File: config.mk
export PLATFORM = sky130hd
export DESIGN_NAME = grant_admission_filter_top
export DESIGN_NICKNAME = d
export VERILOG_FILES = /design/src/rtl/gaf_pkg.sv /design/src/rtl/grant_admission_filter_top.sv /design/src/rtl/gaf_check.sv /design/src/rtl/gaf_counters.sv
export SDC_FILE = /design/constraint.sdc
export NUM_CORES = 1
export LEC_CHECK = 0
export BUFFER_PORTS_ARGS = -buffer_cell sky130_fd_sc_hd__clkbuf_2
export CAP_MARGIN = 20
export CORE_MARGIN = 5
export CORE_UTILIZATION = 40
export CTS_CLUSTER_SIZE = 25
export DETAILED_ROUTE_END_ITERATION = 10
export PLACE_DENSITY = 0.71
export SLEW_MARGIN = 20
export SYNTH_ARGS = -nofsm -noshare
export SYNTH_HDL_FRONTEND = slang
export SYNTH_SLANG_ARGS = --single-unit
File: constraint.sdc
create_clock -name clk -period 7.97 [get_ports clk]
set_clock_uncertainty 0.1 [all_clocks]
set_input_delay 1.594 -clock clk [delete_from_list [all_inputs] [get_ports clk]]
set_output_delay 1.594 -clock clk [all_outputs]
set_load 0.02 [all_outputs]
File: src/rtl/gaf_pkg.sv
// Shared types and constants for the grant admission filter.
package gaf_pkg;

	localparam int NODE_W = 8;
	localparam int SEQ_W = 64;
	localparam int TIME_W = 64;
	localparam int CNT_W = 32;
	localparam int CNT_NUM = 7;

	localparam int CNT_RECEIVED = 0;
	localparam int CNT_ACCEPTED = 1;
	localparam int CNT_BAD_SOURCE = 2;
	localparam int CNT_WRONG_TARGET = 3;
	localparam int CNT_EXPIRED = 4;
	localparam int CNT_DUPLICATE = 5;
	localparam int CNT_STALE = 6;

	typedef enum logic [2:0] {
		DEC_ACCEPT = 3'd0,
		DEC_BAD_SOURCE = 3'd1,
		DEC_WRONG_TARGET = 3'd2,
		DEC_EXPIRED = 3'd3,
		DEC_DUPLICATE = 3'd4,
		DEC_STALE = 3'd5
	} decision_t;

	// first member sits in the highest bits, so src_id lands at bit 0
	typedef struct packed {
		logic [TIME_W-1:0] current_time_ms;
		logic [TIME_W-1:0] expiry_time_ms;
		logic [SEQ_W-1:0]  sequence_number;
		logic [NODE_W-1:0] dst_id;
		logic [NODE_W-1:0] src_id;
	} grant_t;

	localparam int GRANT_W = $bits(grant_t);

	typedef logic [CNT_NUM-1:0][CNT_W-1:0] cnt_arr_t;

	// sequence history held between items
	typedef struct packed {
		logic             seen_any;
		logic [SEQ_W-1:0] last_seq;
	} seq_state_t;

endpackage

File: src/rtl/grant_admission_filter_top.sv
// Grant admission filter top level: input register, check stage, result register.
// Each grant item runs through an input register and then one decision stage that
// applies the source, target, expiry, duplicate and stale checks in that order, updates
// the last accepted sequence and the seven saturating counters, and loads the result
// register. One item is taken per clock unless the output stalls; an item waits in the
// input register until the result register is free, the sequence history and counters
// being read and written in that single decision stage. The input register only holds
// while the result register is full and m_tready is low. m_tdata always shows the
// counters as they stand after the item held in the result register. The user must
// write the own node id through cfg_we/cfg_wdata only while idle; nothing enforces it.
module grant_admission_filter_top (
	input  logic         clk,
	input  logic         arst_n,
	input  logic         cfg_we,
	input  logic [7:0]   cfg_wdata,     // own node id
	input  logic         s_tvalid,
	output logic         s_tready,
	// src_id[7:0], dst_id[15:8], sequence_number[79:16],
	// expiry_time_ms[143:80], current_time_ms[207:144]
	input  logic [207:0] s_tdata,
	input  logic         s_tuser,       // source_trusted
	output logic         m_tvalid,
	input  logic         m_tready,
	// received, accepted, bad_source, wrong_target, expired, duplicate, stale
	// totals, 32 bits each from bit 0 up
	output logic [223:0] m_tdata,
	output logic [2:0]   m_tuser        // decision
);
	import gaf_pkg::*;

	logic [7:0]   local_id_q;
	logic         valid_s1;
	grant_t       grant_s1;
	logic         trusted_s1;
	logic         m_valid_q;
	decision_t    decision_q;
	seq_state_t   seq_q;
	decision_t    decision;
	logic         out_free;
	logic         load_out;
	logic         in_take;
	logic [CNT_NUM-1:0] inc;
	cnt_arr_t     counts;

	assign out_free = !m_valid_q || m_tready;
	assign load_out = valid_s1 && out_free;
	assign s_tready = !valid_s1 || out_free;
	assign in_take = s_tvalid && s_tready;

	always_ff @(posedge clk or negedge arst_n) begin
		if (!arst_n) begin
			local_id_q <= '0;
		end else if (cfg_we) begin
			local_id_q <= cfg_wdata;
		end
	end

	always_ff @(posedge clk or negedge arst_n) begin
		if (!arst_n) begin
			valid_s1 <= 1'b0;
		end else if (in_take) begin
			valid_s1 <= 1'b1;
		end else if (load_out) begin
			valid_s1 <= 1'b0;
		end
	end

	always_ff @(posedge clk) begin
		if (in_take) begin
			grant_s1 <= grant_t'(s_tdata[GRANT_W-1:0]);
			trusted_s1 <= s_tuser;
		end
	end

	gaf_check u_check (
		.grant     (grant_s1),
		.trusted   (trusted_s1),
		.local_id  (local_id_q),
		.seq_state (seq_q),
		.decision  (decision)
	);

	always_ff @(posedge clk or negedge arst_n) begin
		if (!arst_n) begin
			seq_q <= '0;
		end else if (load_out && (decision == DEC_ACCEPT)) begin
			seq_q.seen_any <= 1'b1;
			seq_q.last_seq <= grant_s1.sequence_number;
		end
	end

	always_comb begin
		inc = '0;
		if (load_out) begin
			inc[CNT_RECEIVED] = 1'b1;
			case (decision)
				DEC_ACCEPT:       inc[CNT_ACCEPTED] = 1'b1;
				DEC_BAD_SOURCE:   inc[CNT_BAD_SOURCE] = 1'b1;
				DEC_WRONG_TARGET: inc[CNT_WRONG_TARGET] = 1'b1;
				DEC_EXPIRED:      inc[CNT_EXPIRED] = 1'b1;
				DEC_DUPLICATE:    inc[CNT_DUPLICATE] = 1'b1;
				DEC_STALE:        inc[CNT_STALE] = 1'b1;
				default:          inc = inc;
			endcase
		end
	end

	gaf_counters u_counters (
		.clk    (clk),
		.arst_n (arst_n),
		.inc    (inc),
		.counts (counts)
	);

	always_ff @(posedge clk or negedge arst_n) begin
		if (!arst_n) begin
			m_valid_q <= 1'b0;
		end else if (load_out) begin
			m_valid_q <= 1'b1;
		end else if (m_tready) begin
			m_valid_q <= 1'b0;
		end
	end

	always_ff @(posedge clk) begin
		if (load_out) begin
			decision_q <= decision;
		end
	end

	assign m_tvalid = m_valid_q;
	assign m_tuser = decision_q;
	assign m_tdata = counts;

`ifndef ASSERT_OFF
	a_acc_le_rcv: assert property (@(posedge clk) disable iff (!arst_n)
		counts[CNT_ACCEPTED] <= counts[CNT_RECEIVED])
		else $error("accepted count exceeds received count");

	a_seq_record: assert property (@(posedge clk) disable iff (!arst_n)
		(load_out && (decision == DEC_ACCEPT)) |=>
		(seq_q.seen_any && (seq_q.last_seq == $past(grant_s1.sequence_number))))
		else $error("accepted sequence not recorded");

	a_accept_seen: assert property (@(posedge clk) disable iff (!arst_n)
		(m_valid_q && (decision_q == DEC_ACCEPT)) |-> seq_q.seen_any)
		else $error("accept shown with no sequence history");

	a_rcv_moves: assert property (@(posedge clk) disable iff (!arst_n)
		(load_out && (counts[CNT_RECEIVED] == '0)) |=> (counts[CNT_RECEIVED] != '0))
		else $error("received count did not advance");
`endif

endmodule

File: src/rtl/gaf_check.sv
// Ordered admission checks for one grant item.
module gaf_check (
	input  gaf_pkg::grant_t     grant,
	input  logic                trusted,
	input  logic [7:0]          local_id,
	input  gaf_pkg::seq_state_t seq_state,
	output gaf_pkg::decision_t  decision
);
	import gaf_pkg::*;

	logic bad_src;
	logic wrong_tgt;
	logic expired;
	logic dup;
	logic stale;

	assign bad_src = !trusted || (grant.src_id == '0) || (grant.src_id == local_id);
	assign wrong_tgt = grant.dst_id != local_id;
	assign expired = grant.expiry_time_ms <= grant.current_time_ms;
	assign dup = seq_state.seen_any && (grant.sequence_number == seq_state.last_seq);
	assign stale = seq_state.seen_any && (grant.sequence_number < seq_state.last_seq);

	always_comb begin
		if (bad_src) begin
			decision = DEC_BAD_SOURCE;
		end else if (wrong_tgt) begin
			decision = DEC_WRONG_TARGET;
		end else if (expired) begin
			decision = DEC_EXPIRED;
		end else if (dup) begin
			decision = DEC_DUPLICATE;
		end else if (stale) begin
			decision = DEC_STALE;
		end else begin
			decision = DEC_ACCEPT;
		end
	end

endmodule

File: src/rtl/gaf_counters.sv
// Bank of saturating event counters.
module gaf_counters (
	input  logic                       clk,
	input  logic                       arst_n,
	input  logic [gaf_pkg::CNT_NUM-1:0] inc,
	output gaf_pkg::cnt_arr_t          counts
);
	import gaf_pkg::*;

	cnt_arr_t count_q;

	always_ff @(posedge clk or negedge arst_n) begin
		if (!arst_n) begin
			count_q <= '0;
		end else begin
			for (int i = 0; i < CNT_NUM; i++) begin
				if (inc[i] && (count_q[i] != {CNT_W{1'b1}})) begin
					count_q[i] <= count_q[i] + CNT_W'(1);
				end
			end
		end
	end

	assign counts = count_q;

endmodule
[After elaboration in Yosys (flattened, before gate mapping)]
Cells that the tools add are included.
Cells by class
  shifts and indexed selects: 0
  div/mod/pow operators: 0
  reductions and logical operators: 23
  magnitude comparators: 2
  bitwise logic cells: 0
  multipliers: 0
  multiplexer cells: 16
  add/sub/neg operators: 7
  equality and inequality tests: 15
Operators with widths (count)
  adder 32 x 1 -> 32 bit, second input constant: 7
  inequality test 32 bit, second input constant: 7
  == test 64 bit: 1
  less-or-equal comparator 64 bit: 1
  < comparator 64 bit: 1
  2-to-1 mux 3 bit: 5
  logical AND 1 bit: 12
  2-to-1 mux 1 bit: 10
  == test 8 bit: 1
  logical NOT 8 bit: 1
  inequality test 8 bit: 1
  2-to-1 mux 7 bit: 1
  == test 3 x 2 -> 1 bit, second input constant: 2
  == test 3 bit, second input constant: 2
  logical OR 1 bit: 4
  nonzero test 2 bit: 2
  == test 3 x 1 -> 1 bit, second input constant: 1
  logical NOT 1 bit: 3
  logical NOT 3 bit: 1
Word-level totals
  register bits: 511
  RAM bits: 0
  logic and storage cells: 82
  input bits: 222
  latch bits: 0
  memories: 0
  ROM bits: 0

[Logic depth before layout (Yosys ltp)]
  word-level depth: 11
  depth in mapped cells: 12

[Modules after synthesis]
Synthesis repeated with hierarchy kept, for this count alone.
Second synthesis, totals
  cell total of the unflattened synthesis: 1877
  area total of the unflattened synthesis: 23587.6 um2
By module, submodules not included
  gaf_counters: sequential area each 5605.4 um2, area an instance 10775.3 um2, instances 1, cells an instance 993
  grant_admission_filter_top: sequential area each 8242.9 um2, area an instance 9372.7 um2, instances 1, cells an instance 386
  gaf_check: sequential area each 0.0 um2, area an instance 3439.5 um2, instances 1, cells an instance 498

[Least setup slack after synthesis]
Ideal clock, no wire load.
  path kind: input to register
  from: in m_tready
  to: reg grant_s1[0] in the netlist's numbering, enable pin
  stages on the path: 2
  arrival time: 6.651 ns
  library setup time: 0.594 ns
  slack: 0.625 ns
  cell sequence: nand3b_1 and2_1
On the way
  cells in the longest elaborated chain, start to end: 3
Ends and longest elaborated chain
  from (decl): line grant_admission_filter_top.sv:23  | input logic m_tready,
  logical OR 1 bit: line grant_admission_filter_top.sv:45  | assign out_free = !m_valid_q || m_tready;
  logical OR 1 bit: line grant_admission_filter_top.sv:47  | assign s_tready = !valid_s1 || out_free;
  logical AND 1 bit: line grant_admission_filter_top.sv:48  | assign in_take = s_tvalid && s_tready;
  net in_take: line grant_admission_filter_top.sv:41  | logic in_take;
  to (signal assigned): line grant_admission_filter_top.sv:70  | grant_s1 <= grant_t'(s_tdata[GRANT_W-1:0]);
  to (decl): line grant_admission_filter_top.sv:33  | grant_t grant_s1;
The timed path passes the listed nets, and every way through them passes these cells.
A chain may end at the register's enable or synchronous reset.

[Worst setup path after layout]
  from: reg grant_s1[138] in the netlist's numbering
  to: reg u_counters.count_q, in the netlist u_counters.counts[47]
On the way
  cells in the longest elaborated chain, start to end: 8
Ends and longest elaborated chain
  less-or-equal comparator 64 bit: line gaf_check.sv:19  | assign expired = grant.expiry_time_ms <= grant.current_time_ms;
  2-to-1 mux 3 bit: line gaf_check.sv:28  | end else if (expired) begin
  2-to-1 mux 3 bit: line gaf_check.sv:26  | end else if (wrong_tgt) begin
  2-to-1 mux 3 bit: line gaf_check.sv:24  | if (bad_src) begin
  logical NOT 3 bit: line grant_admission_filter_top.sv:96  | case (decision)
  2-to-1 mux 1 bit: line grant_admission_filter_top.sv:96
  2-to-1 mux 7 bit: line grant_admission_filter_top.sv:94  | if (load_out) begin
  logical AND 1 bit: line gaf_counters.sv:17  | if (inc[i] && (count_q[i] != {CNT_W{1'b1}})) begin
  to (signal, indexed assignment): line gaf_counters.sv:18  | count_q[i] <= count_q[i] + CNT_W'(1);
  to (decl): line gaf_counters.sv:10  | cnt_arr_t count_q;
No other way between the ends.

==> metrics <==
status finished clean; Initial Util approximately two fifths; Worst Path Arrival ~5 ns; CP Cell Sequence ha_1 -> nand4_1 -> or4_4 -> or3b_4 -> o32ai_1 -> nor4_2 -> buf_4 -> a2111oi_2 -> buf_4 -> buf_4 -> nand4_1 -> xnor2_1; vias per inst 5.13; Bufs on Longest Clock Path 3; drt first pass iters 5; first-pass GRT wire length approximately 93,000 um; P per Cell Area 217 nW/um^2; Clock Latency Late Sink ~0.59 ns; clock power share a little over two fifths; worst endpoint required time approximately 8.3 ns; worst rel slew slack ~30%; count leader, synth dfrtp_1; total wire length ~59,000 um; I/O pin cnt roughly 450; worst ir drop on vdd ~190 uV; top cells by area, synth dfrtp_1 (32%), edfxtp_1 (28%), ha_1 (7.3%), xor2_1 (4.4%), xnor2_1 (4.4%); Detail Route Antenna Nets 0; root buf cell clkbuf_16; CP max FO between 100 and 150; PostCTS Resize Cnt 0; post-route minimum period between 4 and 5 ns; critical path type flip-flop to flip-flop; CP max stage delay 0.77 ns; core area between 50,000 and 60,000 sq um; Int Pwr 4.67 mW; Slew Viols, Final 0; fraction of layout cells with a size suffix above 1 between 20% and 30%; CP top delay family simple AND/OR/NAND/NOR gates; Port Buffers 450; post-cts hold buffer count 0; CTS sink count around 510; Worst-path clk slew 0.06 ns; Final Cell Area 28,200 sq um; post-DP HPWL roughly 44,000 um; power share of the combinational group 8.5%; number of global-route vias before repair about 17,000; switching portion of total power about a quarter; largest net degree at the start of global routing around 170; Die H about 250 um; critical path buffer and inverter count 3; Ys Warns 0; routed via count around 17,000; gp weighted congestion between 0.8 and 0.9; CTS H-tree lvls 2; syn_nets approximately 2,300; asr flop ratio synth about three fifths; Fmax 0.216 GHz; CTS tree done; Setup crit end kind flip-flop; Setup violations, final 0; Synth top cells by count dfrtp_1 (299), edfxtp_1 (212), nand2_1 (185); Die W between 200 and 300 um; placed cell area 26,300 sq um; setup TNS 0 ns; Syn Inst Count between 1,500 and 2,000; GR Overflow Total 0; post-synth top area share between 30% and 40%; Flop pwr share approximately half; number of distinct standard cells referenced by the synthesized netlist 59; Final period util about three fifths; Worst path slowest cell buf_4; Max-Cap Viols 0; cts bufs inserted 54; final setup margin about 3.3 ns; Final Hold Fails 0; Area Growth Syn to Fin 21.9%; top_reg_cell synth dfrtp_1; Most Frequent Cell on Critical Path buf_4; EDFF count, synth roughly 210; DR WL/cell ~18 um; Rows 88; synthesized flop and latch total between 500 and 600; initial antenna violation count 13; DR iter-0 viols between 900 and 1,000; Syn Area/Cell between 10 and 15 sq um; post-CTS setup buffers 0; Yosys top cell by area dfrtp_1; crit path launch type flip-flop; RSZ-0062 raised after global routing no; Net Sw Power between 1 and 1.5 mW; post-synthesis sequential area ratio between 50% and 60%; pre-CTS setup slack between 3 and 4 ns; Die Footprint approximately 63,000 sq um; Final nets around 2,800; Worst Max-Slew Pin Slew between 1 and 1.5 ns; HP Class flip-flop to flip-flop; static leakage ~13 nW; Mapped Area between 20,000 and 25,000 sq um; residual DRC count 0; GRT Total Usage between 10% and 20%
## power by group through the flow
stage                     clock network [mW]  registers [mW]  logic [mW]
after floorplan                            0            3.09       0.240
after global placement                     0            3.03       0.504
after detailed placement                   0            3.04       0.525
after CTS                               2.68            2.99       0.531
after global routing                    2.79            3.01       0.583
final                                   2.62            2.99       0.519
## cells by family after synthesis
kind of cell,synth area share [%]
multiplexers,0.779
AO/OA/AOI/OAI,4.38
buffers and inverters,3.53
adder cells (fa/ha/maj),7.31
XOR/XNOR,8.79
AND/OR/NAND/NOR,15.3
flip-flops,59.9
## area by class of cell
class	count	area, sq um
clock inverters	29	305
fillers	5076	29300
well taps	765	957
inverters	167	627
diodes	6	15.0
multi-input cells	1219	8490
repair buffers	462	2380
clock buffers	71	1570
flip-flops and latches	511	13800
## cell usage in the layout (no fill, tap or decap), types with 12 or more instances in the layout
cell type  count
clkbuf_2     449
dfrtp_1      299
edfxtp_1     212
nand2_1      185
inv_1        167
ha_1         135
xor2_1       117
xnor2_1      115
nand3_1      100
o21ai_0       83
nand4_1       78
nor2_1        59
clkbuf_16     58
nor3_1        57
a21oi_1       53
nor4_1        41
and3_1        37
and4_1        21
mux2_2        16
nor3_2        15
clkinv_2      14
and2_1        13
nor4_2        12
## state kept, by name (all words and copies together), names as in the netlist
name	flops
u_counters.counts	224
grant_s1	208
seq_q	65
local_id_q	8
m_tuser	3
m_tvalid	1
trusted_s1	1
valid_s1	1
## through the flow
stage | hold WS, ns | util, % | cells | total power, mW
after floorplan | 0.356 | - | 1940 | 3.33
after global routing | 0.403 | 49.0 | 3230 | 6.38
final | 0.387 | 49.0 | 3230 | 6.13
after detailed placement | 0.376 | 45.8 | 3124 | 3.57
after global placement | 0.370 | 45.7 | 3124 | 3.54
after CTS | 0.383 | 49.0 | 3224 | 6.20
## path summary, 6_finish.rpt
| kind | startpoint | end | slack [ns] | cells past startpoint |
|---|---|---|---|---|
| min in group asynchronous | arst_n | seq_q[36]$_DFFE_PN0P_ | 0.93 | 1 |
| worst max register to register | grant_s1[138]$_DFFE_PP_ | u_counters.counts[47]$_DFFE_PN0P_ | 3.34 | 12 |
| worst min register to register | u_counters.counts[112]$_DFFE_PN0P_ | u_counters.counts[112]$_DFFE_PN0P_ | 0.39 | 1 |
| worst max-delay path | grant_s1[138]$_DFFE_PP_ | u_counters.counts[47]$_DFFE_PN0P_ | 3.34 | 12 |
| worst min-delay path | u_counters.counts[112]$_DFFE_PN0P_ | u_counters.counts[112]$_DFFE_PN0P_ | 0.39 | 1 |
| max in group asynchronous | arst_n | u_counters.counts[78]$_DFFE_PN0P_ | 5.35 | 2 |
## layer usage
layer  routed length [um]  part of all wire (%)  vias up  track usage (%)
met4                 2460                   4.2       14             7.73
met3                 3850                   6.6      149             4.39
met2                28700                    49      515             30.9
met5                  104                  0.18        -                0
li1                     -                     -     7835                -
met1                23500                    40     8054             22.5
Note: power is estimated with default switching activity, not from simulation.
